--- config.mk ---
export PLATFORM = sky130hd
export DESIGN_NAME = dct_coef_runlength_vlc_encoder
export DESIGN_NICKNAME = d
export VERILOG_FILES = /design/src/hdl/dcrlv_pkg.sv /design/src/hdl/dct_coef_runlength_vlc_encoder.sv /design/src/hdl/dcrlv_front.sv /design/src/hdl/dcrlv_queue.sv /design/src/hdl/dcrlv_packer.sv
export VERILOG_INCLUDE_DIRS = /design/src /design/src/hdl
export SDC_FILE = /design/constraint.sdc
export NUM_CORES = 1
export LEC_CHECK = 0
export BUFFER_PORTS_ARGS = -buffer_cell sky130_fd_sc_hd__buf_2
export CAP_MARGIN = 0
export CORE_UTILIZATION = 60
export DETAILED_ROUTE_END_ITERATION = 8
export MAX_ROUTING_LAYER = met4
export PLACE_DENSITY = 0.79
export SLEW_MARGIN = 20
export SYNTH_ARGS = -nofsm -noshare
export SYNTH_HDL_FRONTEND = slang
export SYNTH_HIERARCHICAL = 1
export SYNTH_SLANG_ARGS = --single-unit
--- constraint.sdc ---
create_clock -name clk -period 6.4 [get_ports clk]
set_clock_uncertainty 0.1 [all_clocks]
set_input_delay 0.96 -clock clk [delete_from_list [all_inputs] [get_ports clk]]
set_output_delay 0.96 -clock clk [all_outputs]
set_load 0.05 [all_outputs]
--- src/hdl/dct_coef_runlength_vlc_encoder_macros.svh ---
// Assertion shorthands used by the encoder top level.
`ifndef DCT_COEF_RUNLENGTH_VLC_ENCODER_MACROS_SVH
`define DCT_COEF_RUNLENGTH_VLC_ENCODER_MACROS_SVH

// Same-cycle implication, disabled while reset is held.
`define DCRLV_ASSERT_IMP(lbl, ck, rn, ante, cons, msg) \
  lbl: assert property (@(posedge ck) disable iff (!rn) (ante) |-> (cons)) \
    else $error(msg);

// Next-cycle implication, disabled while reset is held.
`define DCRLV_ASSERT_NXT(lbl, ck, rn, ante, cons, msg) \
  lbl: assert property (@(posedge ck) disable iff (!rn) (ante) |=> (cons)) \
    else $error(msg);

`endif

--- src/hdl/dcrlv_pkg.sv ---
package dcrlv_pkg;

  // Packer word width default
  localparam int WORD_BITS_DEF = 32;

  // Field widths
  localparam int COEF_W     = 12;
  localparam int OUT_WORD_W = 32;
  localparam int VBITS_W    = 6;
  localparam int POS_W      = 6;
  localparam int THR_W      = 8;

  // Configuration port
  localparam int CFG_IDX_W  = 2;
  localparam int CFG_DATA_W = 8;
  localparam logic [CFG_IDX_W-1:0] REG_LUMA_THR     = 2'd0;
  localparam logic [CFG_IDX_W-1:0] REG_CHROMA_THR   = 2'd1;
  localparam logic [CFG_IDX_W-1:0] REG_FILTER_START = 2'd2;

  localparam logic [THR_W-1:0] LUMA_THR_RST     = 8'd1;
  localparam logic [THR_W-1:0] CHROMA_THR_RST   = 8'd2;
  localparam logic [POS_W-1:0] FILTER_START_RST = 6'd20;

  // Opcodes
  localparam logic OP_COEF  = 1'b0;
  localparam logic OP_FLUSH = 1'b1;

  // Symbol: one item's code bits, right aligned (code plus end of block)
  localparam int CODE_W = 22;
  localparam int LEN_W  = 5;

  localparam int ESC_W = 20;
  localparam logic [5:0]       ESC_PREFIX = 6'b000001;
  localparam logic [LEN_W-1:0] ESC_LEN    = 5'd20;
  localparam logic [1:0]       EOB_CODE   = 2'b10;
  localparam logic [LEN_W-1:0] EOB_LEN    = 5'd2;
  localparam logic [LEN_W-1:0] DC_LEN     = 5'd8;
  localparam logic [POS_W-1:0] LAST_POS   = 6'd63;

  // Symbol queue between classifier and packer (depth a power of two)
  localparam int QDEPTH  = 2;
  localparam int QPTR_W  = $clog2(QDEPTH);
  localparam int QCNT_W  = $clog2(QDEPTH + 1);

  typedef struct packed {
    logic                     opcode;
    logic signed [COEF_W-1:0] coef;
    logic                     is_chroma;
  } in_item_t;

  typedef struct packed {
    logic [OUT_WORD_W-1:0] word;
    logic [VBITS_W-1:0]    valid_bits;
    logic                  from_flush;
  } out_item_t;

  typedef struct packed {
    logic              flush;
    logic [CODE_W-1:0] bits;
    logic [LEN_W-1:0]  len;
  } sym_t;

  typedef struct packed {
    logic full;
    logic empty;
  } q_stat_t;

  typedef struct packed {
    logic       hit;
    logic [5:0] code;
    logic [3:0] len;
  } vlc_t;

  // TCOEFF run/level table; code without sign bit, len without sign bit
  function automatic vlc_t vlc_lookup(input logic [5:0] run, input logic [3:0] mag);
    vlc_t r;
    r = '0;
    case ({run, mag})
      {6'd0, 4'd1}:   r = {1'b1, 6'h03, 4'd2};
      {6'd0, 4'd2}:   r = {1'b1, 6'h04, 4'd4};
      {6'd0, 4'd3}:   r = {1'b1, 6'h05, 4'd5};
      {6'd0, 4'd4}:   r = {1'b1, 6'h06, 4'd7};
      {6'd0, 4'd5}:   r = {1'b1, 6'h26, 4'd8};
      {6'd0, 4'd6}:   r = {1'b1, 6'h21, 4'd8};
      {6'd0, 4'd7}:   r = {1'b1, 6'h0A, 4'd10};
      {6'd0, 4'd8}:   r = {1'b1, 6'h1D, 4'd12};
      {6'd0, 4'd9}:   r = {1'b1, 6'h18, 4'd12};
      {6'd0, 4'd10}:  r = {1'b1, 6'h13, 4'd12};
      {6'd0, 4'd11}:  r = {1'b1, 6'h10, 4'd12};
      {6'd0, 4'd12}:  r = {1'b1, 6'h1A, 4'd13};
      {6'd0, 4'd13}:  r = {1'b1, 6'h19, 4'd13};
      {6'd0, 4'd14}:  r = {1'b1, 6'h18, 4'd13};
      {6'd0, 4'd15}:  r = {1'b1, 6'h17, 4'd13};
      {6'd1, 4'd1}:   r = {1'b1, 6'h03, 4'd3};
      {6'd1, 4'd2}:   r = {1'b1, 6'h06, 4'd6};
      {6'd1, 4'd3}:   r = {1'b1, 6'h25, 4'd8};
      {6'd1, 4'd4}:   r = {1'b1, 6'h0C, 4'd10};
      {6'd1, 4'd5}:   r = {1'b1, 6'h1B, 4'd12};
      {6'd1, 4'd6}:   r = {1'b1, 6'h16, 4'd13};
      {6'd1, 4'd7}:   r = {1'b1, 6'h15, 4'd13};
      {6'd2, 4'd1}:   r = {1'b1, 6'h05, 4'd4};
      {6'd2, 4'd2}:   r = {1'b1, 6'h04, 4'd7};
      {6'd2, 4'd3}:   r = {1'b1, 6'h0B, 4'd10};
      {6'd2, 4'd4}:   r = {1'b1, 6'h14, 4'd12};
      {6'd2, 4'd5}:   r = {1'b1, 6'h14, 4'd13};
      {6'd3, 4'd1}:   r = {1'b1, 6'h07, 4'd5};
      {6'd3, 4'd2}:   r = {1'b1, 6'h24, 4'd8};
      {6'd3, 4'd3}:   r = {1'b1, 6'h1C, 4'd12};
      {6'd3, 4'd4}:   r = {1'b1, 6'h13, 4'd13};
      {6'd4, 4'd1}:   r = {1'b1, 6'h06, 4'd5};
      {6'd4, 4'd2}:   r = {1'b1, 6'h0F, 4'd10};
      {6'd4, 4'd3}:   r = {1'b1, 6'h12, 4'd12};
      {6'd5, 4'd1}:   r = {1'b1, 6'h07, 4'd6};
      {6'd5, 4'd2}:   r = {1'b1, 6'h09, 4'd10};
      {6'd5, 4'd3}:   r = {1'b1, 6'h12, 4'd13};
      {6'd6, 4'd1}:   r = {1'b1, 6'h05, 4'd6};
      {6'd6, 4'd2}:   r = {1'b1, 6'h1E, 4'd12};
      {6'd7, 4'd1}:   r = {1'b1, 6'h04, 4'd6};
      {6'd7, 4'd2}:   r = {1'b1, 6'h15, 4'd12};
      {6'd8, 4'd1}:   r = {1'b1, 6'h07, 4'd7};
      {6'd8, 4'd2}:   r = {1'b1, 6'h11, 4'd12};
      {6'd9, 4'd1}:   r = {1'b1, 6'h05, 4'd7};
      {6'd9, 4'd2}:   r = {1'b1, 6'h11, 4'd13};
      {6'd10, 4'd1}:  r = {1'b1, 6'h27, 4'd8};
      {6'd10, 4'd2}:  r = {1'b1, 6'h10, 4'd13};
      {6'd11, 4'd1}:  r = {1'b1, 6'h23, 4'd8};
      {6'd12, 4'd1}:  r = {1'b1, 6'h22, 4'd8};
      {6'd13, 4'd1}:  r = {1'b1, 6'h20, 4'd8};
      {6'd14, 4'd1}:  r = {1'b1, 6'h0E, 4'd10};
      {6'd15, 4'd1}:  r = {1'b1, 6'h0D, 4'd10};
      {6'd16, 4'd1}:  r = {1'b1, 6'h08, 4'd10};
      {6'd17, 4'd1}:  r = {1'b1, 6'h1F, 4'd12};
      {6'd18, 4'd1}:  r = {1'b1, 6'h1A, 4'd12};
      {6'd19, 4'd1}:  r = {1'b1, 6'h19, 4'd12};
      {6'd20, 4'd1}:  r = {1'b1, 6'h17, 4'd12};
      {6'd21, 4'd1}:  r = {1'b1, 6'h16, 4'd12};
      {6'd22, 4'd1}:  r = {1'b1, 6'h1F, 4'd13};
      {6'd23, 4'd1}:  r = {1'b1, 6'h1E, 4'd13};
      {6'd24, 4'd1}:  r = {1'b1, 6'h1D, 4'd13};
      {6'd25, 4'd1}:  r = {1'b1, 6'h1C, 4'd13};
      {6'd26, 4'd1}:  r = {1'b1, 6'h1B, 4'd13};
      default:        r = '0;
    endcase
    return r;
  endfunction

endpackage

--- src/hdl/dct_coef_runlength_vlc_encoder.sv ---
// Channel  | Handshake            | Beat
// ---------+----------------------+-------------------------------------------
// in       | in_valid / in_ready  | in_data: opcode, coef, is_chroma
// out      | out_valid / out_ready| out_data: word, valid_bits, from_flush
// cfg      | cfg_we               | cfg_index, cfg_data (write only)
//
// One beat is accepted per cycle; the classifier turns it into a code symbol in
// the same cycle and the packer merges one symbol per cycle from a two-entry
// queue. A result passes through the queue and the output register before it is
// driven on out. in_ready falls only when the symbol queue is full, which happens
// when the output register is stalled by out_ready. Reset is synchronous and
// restores the configuration registers, the block position and an empty packer.
`include "dct_coef_runlength_vlc_encoder_macros.svh"

module dct_coef_runlength_vlc_encoder import dcrlv_pkg::*; #(
  parameter int WORD_BITS = WORD_BITS_DEF
) (
  input  logic                  clk,
  input  logic                  rst_n,
  input  logic                  cfg_we,
  input  logic [CFG_IDX_W-1:0]  cfg_index,
  input  logic [CFG_DATA_W-1:0] cfg_data,
  input  logic                  in_valid,
  output logic                  in_ready,
  input  in_item_t              in_data,
  output logic                  out_valid,
  input  logic                  out_ready,
  output out_item_t             out_data
);

  sym_t    push_sym, head;
  logic    q_push, q_pop;
  q_stat_t q_stat;

  // Classify coefficients into code symbols
  dcrlv_front u_front (
    .clk       (clk),
    .rst_n     (rst_n),
    .cfg_we    (cfg_we),
    .cfg_index (cfg_index),
    .cfg_data  (cfg_data),
    .in_valid  (in_valid),
    .in_ready  (in_ready),
    .in_data   (in_data),
    .q_stat    (q_stat),
    .sym_push  (q_push),
    .sym       (push_sym)
  );

  // Decouple classifier and packer
  dcrlv_queue u_queue (
    .clk      (clk),
    .rst_n    (rst_n),
    .push     (q_push),
    .push_sym (push_sym),
    .pop      (q_pop),
    .head     (head),
    .q_stat   (q_stat)
  );

  // Pack symbols into words
  dcrlv_packer #(
    .WORD_BITS (WORD_BITS)
  ) u_packer (
    .clk       (clk),
    .rst_n     (rst_n),
    .head      (head),
    .q_stat    (q_stat),
    .pop       (q_pop),
    .out_valid (out_valid),
    .out_ready (out_ready),
    .out_data  (out_data)
  );

  `DCRLV_ASSERT_IMP(a_flush_partial, clk, rst_n, out_valid && out_data.from_flush,
    32'(out_data.valid_bits) < WORD_BITS, "flush beat reports a full word")
  `DCRLV_ASSERT_IMP(a_full_count, clk, rst_n, out_valid && !out_data.from_flush,
    out_data.valid_bits == 6'(WORD_BITS % 64), "word beat with partial count")
  `DCRLV_ASSERT_NXT(a_queue_fill, clk, rst_n, in_valid && in_ready && q_stat.empty && !q_pop,
    !q_stat.empty, "accepted beat lost before queue")

endmodule

--- src/hdl/dcrlv_front.sv ---
module dcrlv_front import dcrlv_pkg::*; (
  input  logic                  clk,
  input  logic                  rst_n,
  input  logic                  cfg_we,
  input  logic [CFG_IDX_W-1:0]  cfg_index,
  input  logic [CFG_DATA_W-1:0] cfg_data,
  input  logic                  in_valid,
  output logic                  in_ready,
  input  in_item_t              in_data,
  input  q_stat_t               q_stat,
  output logic                  sym_push,
  output sym_t                  sym
);

  logic [THR_W-1:0] luma_thr_r, chroma_thr_r;
  logic [POS_W-1:0] fstart_r;
  logic [POS_W-1:0] pos_r, pos_nxt;
  logic [5:0]       run_r, run_nxt;

  logic             accept;
  logic [COEF_W-1:0] c;
  logic [COEF_W:0]  c_ext;
  logic [COEF_W:0]  dc_t;
  logic [9:0]       dc_q;
  logic [7:0]       dc_val;
  logic [COEF_W:0]  mag;
  logic [7:0]       amp, amag;
  logic [THR_W-1:0] thr;
  logic             filt, lvl_zero, last, short_code;
  vlc_t             vlc;
  logic [ESC_W-1:0] code_bits;
  logic [LEN_W-1:0] code_len;
  logic [CODE_W-1:0] base_bits;
  logic [LEN_W-1:0] base_len;

  assign in_ready = !q_stat.full;
  assign accept   = in_valid && in_ready;
  assign sym_push = accept;

  // Configuration registers
  always_ff @(posedge clk) begin
    if (!rst_n) begin
      luma_thr_r   <= LUMA_THR_RST;
      chroma_thr_r <= CHROMA_THR_RST;
      fstart_r     <= FILTER_START_RST;
    end else if (cfg_we) begin
      case (cfg_index)
        REG_LUMA_THR:     luma_thr_r   <= cfg_data[THR_W-1:0];
        REG_CHROMA_THR:   chroma_thr_r <= cfg_data[THR_W-1:0];
        REG_FILTER_START: fstart_r     <= cfg_data[POS_W-1:0];
        default:          ;
      endcase
    end
  end

  // DC rounding and clamp
  always_comb begin
    c     = in_data.coef;
    c_ext = {c[COEF_W-1], c};
    dc_t  = c_ext + 13'd4;
    dc_q  = dc_t[COEF_W:3];
    if (dc_t[COEF_W] || dc_q == 10'd0) begin
      dc_val = 8'd1;
    end else if (dc_q > 10'd254) begin
      dc_val = 8'd254;
    end else if (dc_q == 10'd128) begin
      dc_val = 8'd255;
    end else begin
      dc_val = dc_q[7:0];
    end
  end

  // AC level, threshold filter and code lookup
  always_comb begin
    mag        = c[COEF_W-1] ? (13'd0 - c_ext) : c_ext;
    amp        = c[7:0];
    amag       = amp[7] ? (8'd0 - amp) : amp;
    thr        = in_data.is_chroma ? chroma_thr_r : luma_thr_r;
    filt       = (pos_r >= fstart_r) && (mag <= {5'd0, thr});
    lvl_zero   = filt || (amp == 8'd0);
    last       = (pos_r == LAST_POS);
    vlc        = vlc_lookup(run_r, amag[3:0]);
    short_code = (amag[7:4] == 4'd0) && vlc.hit;
    if (short_code) begin
      code_bits = ESC_W'({vlc.code, amp[7]});
      code_len  = LEN_W'(vlc.len) + 5'd1;
    end else begin
      code_bits = {ESC_PREFIX, run_r, amp};
      code_len  = ESC_LEN;
    end
    base_bits = lvl_zero ? '0 : CODE_W'(code_bits);
    base_len  = lvl_zero ? '0 : code_len;
  end

  // Build the symbol for the queue
  always_comb begin
    sym = '0;
    if (in_data.opcode == OP_FLUSH) begin
      sym.flush = 1'b1;
    end else if (pos_r == '0) begin
      sym.bits = CODE_W'(dc_val);
      sym.len  = DC_LEN;
    end else if (last) begin
      sym.bits = {base_bits[CODE_W-3:0], EOB_CODE};
      sym.len  = base_len + EOB_LEN;
    end else begin
      sym.bits = base_bits;
      sym.len  = base_len;
    end
  end

  // Advance block position and zero run
  always_comb begin
    pos_nxt = pos_r;
    run_nxt = run_r;
    if (accept && in_data.opcode == OP_COEF) begin
      if (pos_r == '0) begin
        pos_nxt = 6'd1;
        run_nxt = '0;
      end else if (last) begin
        pos_nxt = '0;
        run_nxt = '0;
      end else begin
        pos_nxt = pos_r + 6'd1;
        run_nxt = lvl_zero ? run_r + 6'd1 : 6'd0;
      end
    end
  end

  always_ff @(posedge clk) begin
    if (!rst_n) begin
      pos_r <= '0;
      run_r <= '0;
    end else begin
      pos_r <= pos_nxt;
      run_r <= run_nxt;
    end
  end

endmodule

--- src/hdl/dcrlv_queue.sv ---
module dcrlv_queue import dcrlv_pkg::*; (
  input  logic    clk,
  input  logic    rst_n,
  input  logic    push,
  input  sym_t    push_sym,
  input  logic    pop,
  output sym_t    head,
  output q_stat_t q_stat
);

  sym_t              slot_r [QDEPTH];
  logic [QPTR_W-1:0] wr_ptr_r, rd_ptr_r;
  logic [QCNT_W-1:0] count_r, count_nxt;

  assign head         = slot_r[rd_ptr_r];
  assign q_stat.full  = (count_r == QCNT_W'(QDEPTH));
  assign q_stat.empty = (count_r == '0);

  // Store the pushed symbol
  always_ff @(posedge clk) begin
    if (push) begin
      slot_r[wr_ptr_r] <= push_sym;
    end
  end

  always_comb begin
    count_nxt = count_r;
    if (push && !pop) begin
      count_nxt = count_r + 1'b1;
    end else if (pop && !push) begin
      count_nxt = count_r - 1'b1;
    end
  end

  // Advance pointers
  always_ff @(posedge clk) begin
    if (!rst_n) begin
      wr_ptr_r <= '0;
      rd_ptr_r <= '0;
      count_r  <= '0;
    end else begin
      if (push) begin
        wr_ptr_r <= wr_ptr_r + 1'b1;
      end
      if (pop) begin
        rd_ptr_r <= rd_ptr_r + 1'b1;
      end
      count_r <= count_nxt;
    end
  end

endmodule

--- src/hdl/dcrlv_packer.sv ---
module dcrlv_packer import dcrlv_pkg::*; #(
  parameter int WORD_BITS = WORD_BITS_DEF
) (
  input  logic      clk,
  input  logic      rst_n,
  input  sym_t      head,
  input  q_stat_t   q_stat,
  output logic      pop,
  output logic      out_valid,
  input  logic      out_ready,
  output out_item_t out_data
);

  localparam int WIN_W  = WORD_BITS + CODE_W;
  localparam int FILL_W = $clog2(WORD_BITS);
  localparam int TOT_W  = $clog2(WIN_W);
  localparam int SH_W   = $clog2(WIN_W + 1);
  localparam logic [VBITS_W-1:0] FULL_CNT = VBITS_W'(WORD_BITS % 64);

  logic [WORD_BITS-1:0] accum_r, accum_nxt;
  logic [FILL_W-1:0]    fill_r, fill_nxt;
  logic                 out_valid_r, out_valid_nxt;
  out_item_t            out_data_r, out_data_nxt;

  logic [TOT_W-1:0]     total;
  logic [SH_W-1:0]      shamt;
  logic [WIN_W-1:0]     win;
  logic [WORD_BITS-1:0] word_full;
  logic                 full_word, emit, slot_free;

  assign out_valid = out_valid_r;
  assign out_data  = out_data_r;

  // Merge the symbol into the bit window
  always_comb begin
    total     = TOT_W'(fill_r) + TOT_W'(head.len);
    shamt     = SH_W'(WIN_W) - SH_W'(total);
    win       = {accum_r, {CODE_W{1'b0}}} | (WIN_W'(head.bits) << shamt);
    word_full = win[WIN_W-1:CODE_W];
    full_word = (total >= TOT_W'(WORD_BITS));
    emit      = head.flush || full_word;
    slot_free = !out_valid_r || out_ready;
    pop       = !q_stat.empty && (!emit || slot_free);
  end

  // Next packer state and output beat
  always_comb begin
    accum_nxt     = accum_r;
    fill_nxt      = fill_r;
    out_data_nxt  = out_data_r;
    out_valid_nxt = out_valid_r && !out_ready;
    if (pop) begin
      if (head.flush) begin
        out_data_nxt.word       = accum_r[OUT_WORD_W-1:0];
        out_data_nxt.valid_bits = VBITS_W'(fill_r);
        out_data_nxt.from_flush = 1'b1;
        out_valid_nxt           = 1'b1;
        accum_nxt               = '0;
        fill_nxt                = '0;
      end else if (full_word) begin
        out_data_nxt.word       = word_full[OUT_WORD_W-1:0];
        out_data_nxt.valid_bits = FULL_CNT;
        out_data_nxt.from_flush = 1'b0;
        out_valid_nxt           = 1'b1;
        accum_nxt = {win[CODE_W-1:0], {(WORD_BITS-CODE_W){1'b0}}};
        fill_nxt  = FILL_W'(total - TOT_W'(WORD_BITS));
      end else begin
        accum_nxt = word_full;
        fill_nxt  = FILL_W'(total);
      end
    end
  end

  always_ff @(posedge clk) begin
    out_data_r <= out_data_nxt;
    if (!rst_n) begin
      accum_r     <= '0;
      fill_r      <= '0;
      out_valid_r <= 1'b0;
    end else begin
      accum_r     <= accum_nxt;
      fill_r      <= fill_nxt;
      out_valid_r <= out_valid_nxt;
    end
  end

endmodule

==> results.md <==
Outcome:
- The flow ran to the end, and the final reports show no timing, DRC or antenna violations.

Floorplan:
- The horizontal die dimension is between 100 and 150 µm.
- The placeable core region is a little over 0.02 mm².
- The chip height is approximately 150 µm.
- The die covers around 0.021 mm².
- The floorplan has 52 rows.
- The number of ports placed on the die boundary is 70.
- The starting density of the core is roughly three fifths.

Synthesis:
- The synthesized netlist contains around 110 unique library cells.
- The largest area contributor in the netlist is edfxtp_1.
- A synthesized cell averages between 9 and 10 µm².
- The flip-flop and latch count after synthesis is 172.
- Sequential elements use 35.2% of the synthesized area.
- The post-synthesis instance total is 1359.
- Yosys printed 6 warnings.
- The proportion of synthesized flip-flops having asynchronous set or reset is 0%.
- In this run, synthesis inferred 95 flip-flops with an integrated enable.
- The top flip-flop cell by instance count after synthesis is edfxtp_1.
- By area the synthesized netlist is led by edfxtp_1, dfxtp_1, mux2i_1.
- Summed over its instances, the top area cell type makes up around 23% of the synthesized netlist area.
- The cell area that synthesis handed to floorplanning was approximately 0.012 mm².

Flow run:
- The max-capacitance violation count is 0.

Worst setup path:
- Counting cells, the worst reg-to-reg path comes to 13.
- The worst-case register-to-register setup slack is roughly 1.4 ns.
- For the worst setup path, the data required time is between 6 and 7 ns.
- The peak fanout along the critical path is 28.
- The critical path startpoint category is a register.
- In this run the worst setup path terminates at u_packer/out_data[21].
- In this run the critical register-to-register path is captured at u_packer/out_data[21].
- The endpoint arrival time on the critical path is 5.01 ns.
- The type of element capturing the critical path is a register.
- The critical path class is reg -> reg.

Clock tree:
- The number of gates resized after cts is 0.
- The buffer depth of the longest clock path is 2.
- The total CTS buffers is 17.
- The CTS root buffer is clkbuf_16.
- The clock tree from TritonCTS is done.
- The number of H-tree branching levels is 4.
- The number of setup buffers added after CTS is 0.
- The number of sinks driven by the clock tree is between 150 and 200.
- Hold repair after CTS inserted 0 buffers.
- The clock slew at the register clock pins of the worst setup and hold paths is ~0.07 ns.
- The latest clock arrival within the worst-skew pair is around 0.43 ns.

Routing:
- The number of DRC violations after detailed-routing iteration 0 is just under 1k.
- The final antenna-violating net count is 0.
- The total length of routed wires is 32.9 mm.
- The pre-antenna-repair detailed-routing pass consisted of 9 iterations.
- Dividing the detail-routed wire length by the instance count gives approximately 20 µm.
- The via count is between 10k and 15k.
- Dividing the detail-routed via count by the number of cells gives 6.55.
- In the routed design, unresolved DRC markers number 0.

Global routing:
- The first global-routing pass estimated about 52 mm of wire.
- The via count of the first global-routing pass was 10.1k.
- The number of antenna violations at the first check in global routing is 0.
- The overall global routing resource usage is 31.5%.
- The largest net degree at the start of global routing is 49.
- The aggregate global routing overflow is 0.

Power and ir drop:
- After layout, the design draws a total of 7.57 mW.
- The power density relative to cell area is about 560 mW/mm².
- The power share of the sequential group is between 20% and 30%.
- The cell internal power dissipation is around 3.7 mW.
- In this run switching power makes up between 50% and 60% of total power.
- The combinational share of power is 64.5%.
- The standby leakage power is 5.03 nW.
- Of the total power, the clock network draws between 10% and 20%.
- VDD sags by at most 0.283 mV.
- The power spent charging and discharging nets is 3.82 mW.

Timing:
- Dividing the final minimum period by the clock period gives roughly 77%.
- Measured against its own limit, the worst slew margin works out to about a fifth.
- For the pin with the worst max-slew slack, the measured transition is 1.15 ns.
- For the final routed database, the setup TNS stands at 0 ns.
- The number of hold violations in the final report is 0.
- The post-route minimum period is just under 5 ns.
- The maximum achievable frequency is between 0.2 and 0.25 GHz.
- The number of max-slew violations in the final report was 0.
- Setup repair after global routing left no endpoint under its margin.
- The count of final setup violators is 0.

Placement:
- The HPWL after detailed placement is about 24 mm.
- Routability-driven placement finished with a final weighted congestion of approximately 1.
- The count of buffers added on input and output ports is 69.
- The number of placed instances with taps included is between 1.5k and 2k.
- The cell area after placement is roughly 0.013 mm².

Final layout:
- The number of diodes is 0.
- Cells fill between 60% and 70% of the core in the end.
- The growth of design area from synthesis to finish is 7.48%.
- The cell area after layout is 0.0134 mm².
- The fraction of final layout cells sized beyond drive strength 1 is 16.6%.
- The filler cells instantiated in the layout total 1624.
- The final standard cell count with taps included and fillers excluded is about 1.7k.
- At the end of the flow, the number of nets in the layout was between 1k and 1.5k.

Worst hold path:
- The class of the tightest hold or removal check is reg -> reg.
power groups by stage:
stage               Clock [mW]  Sequential (mW)  Combinational (mW)
floorplan                    0             2.05                3.42
global placement             0             1.62                4.66
detailed placement           0             1.63                4.73
CTS                       1.09             1.61                4.77
global route              1.13             1.63                5.21
finish                    1.08             1.60                4.88
registers in the layout (all words and copies together), names as in the netlist, 5 cells and up, named ones only:
register,flops
u_queue/slot_r,56
u_packer/out_data,39
u_packer/accum_r,32
u_front/chroma_thr_r,8
u_front/luma_thr_r,8
u_front/fstart_r,6
u_front/pos_r,6
u_front/run_r,6
u_packer/fill_r,5
metal layers:
metal	track usage, %	share of wire [%]	vias up
met5	-	0	-
met4	17.2	4.9	0
met1	37.4	40	5114
met2	52.1	49	508
met3	3.97	6.0	122
li1	-	-	5079
cell families (layout without fill, tap and decap cells):
kind of cell,after synthesis,in the layout,synth area share [%]
simple gates,498,498,20.2
other cells,1,5,0.0300
xor+xnor,29,29,2.63
flops,172,172,35.2
compound gates,365,365,20.8
fa+ha+maj,34,34,3.47
buf+inv,130,149,5.23
mux,130,130,12.5
worst max-delay path, stage by stage, from the launching register on:
cell,delay [ns]
dfxtp_1,0.31
buf_4,0.33
mux2_2,0.40
ha_1,0.26
fa_1,0.52
ha_1,0.30
nor2b_1,0.16
a221oi_1,0.25
and3b_1,0.47
xnor2_4,0.24
buf_4,0.39
mux2_2,0.37
a211oi_1,0.42
o21bai_1,0.13
layout make-up:
type	instances	area [µm²]	area share (%)
multi-input combinational	1061	7460	55.6
sequential	172	4390	32.7
timing repair buffer	88	500	3.73
clock buffer	17	425	3.17
tap	270	338	2.52
clock inverter	15	190	1.42
inverter	29	109	0.811
per-stage QoR:
stage	worst slack (ns)	hold slack, ns
CTS	1.45	0.349
floorplan	1.72	0.319
finish	1.45	0.352
global route	1.21	0.371
global placement	1.37	0.331
detailed placement	1.22	0.337
cell usage in the layout, fill, tap and decap left out, types with 12 or more instances in the layout:
master	count
o21bai_1	30
nor4_1	14
clkbuf_16	17
a21o_1	12
o22ai_1	17
nor2_1	96
mux4_2	15
edfxtp_1	95
nor3_1	49
buf_4	18
buf_2	69
inv_1	25
nand2_1	144
and2_1	23
a21oi_1	71
ha_1	33
dfxtp_1	77
mux2i_1	74
a31oi_1	18
nor2b_1	36
mux2_2	38
o21a_1	15
nand3_1	33
nand2b_1	18
o21ai_0	60
xnor2_1	16
worst min-delay path by stage:
stage,from,endpoint,slack (ns),depth (start not counted)
finish,u_packer/accum_r[7],u_packer/accum_r[7],0.35,2
global route,u_packer/accum_r[9],u_packer/accum_r[9],0.37,2
CTS,u_packer/accum_r[7],u_packer/accum_r[7],0.35,2
detailed placement,u_packer/accum_r[9],u_packer/accum_r[9],0.34,2
global placement,u_packer/accum_r[9],u_packer/accum_r[9],0.33,2
floorplan,u_packer/accum_r[0],u_packer/accum_r[0],0.32,2
cell usage after synthesis, types with 26 or more instances:
library cell	instances
mux2i_1	74
nand3_1	33
a21oi_1	71
mux2_2	38
buf_2	26
o21bai_1	30
nor3_1	49
clkbuf_1	44
ha_1	33
dfxtp_1	77
nor2b_1	37
nand2_1	144
edfxtp_1	95
nor2_1	97
o21ai_0	60
(Power assumes the default switching activity.)
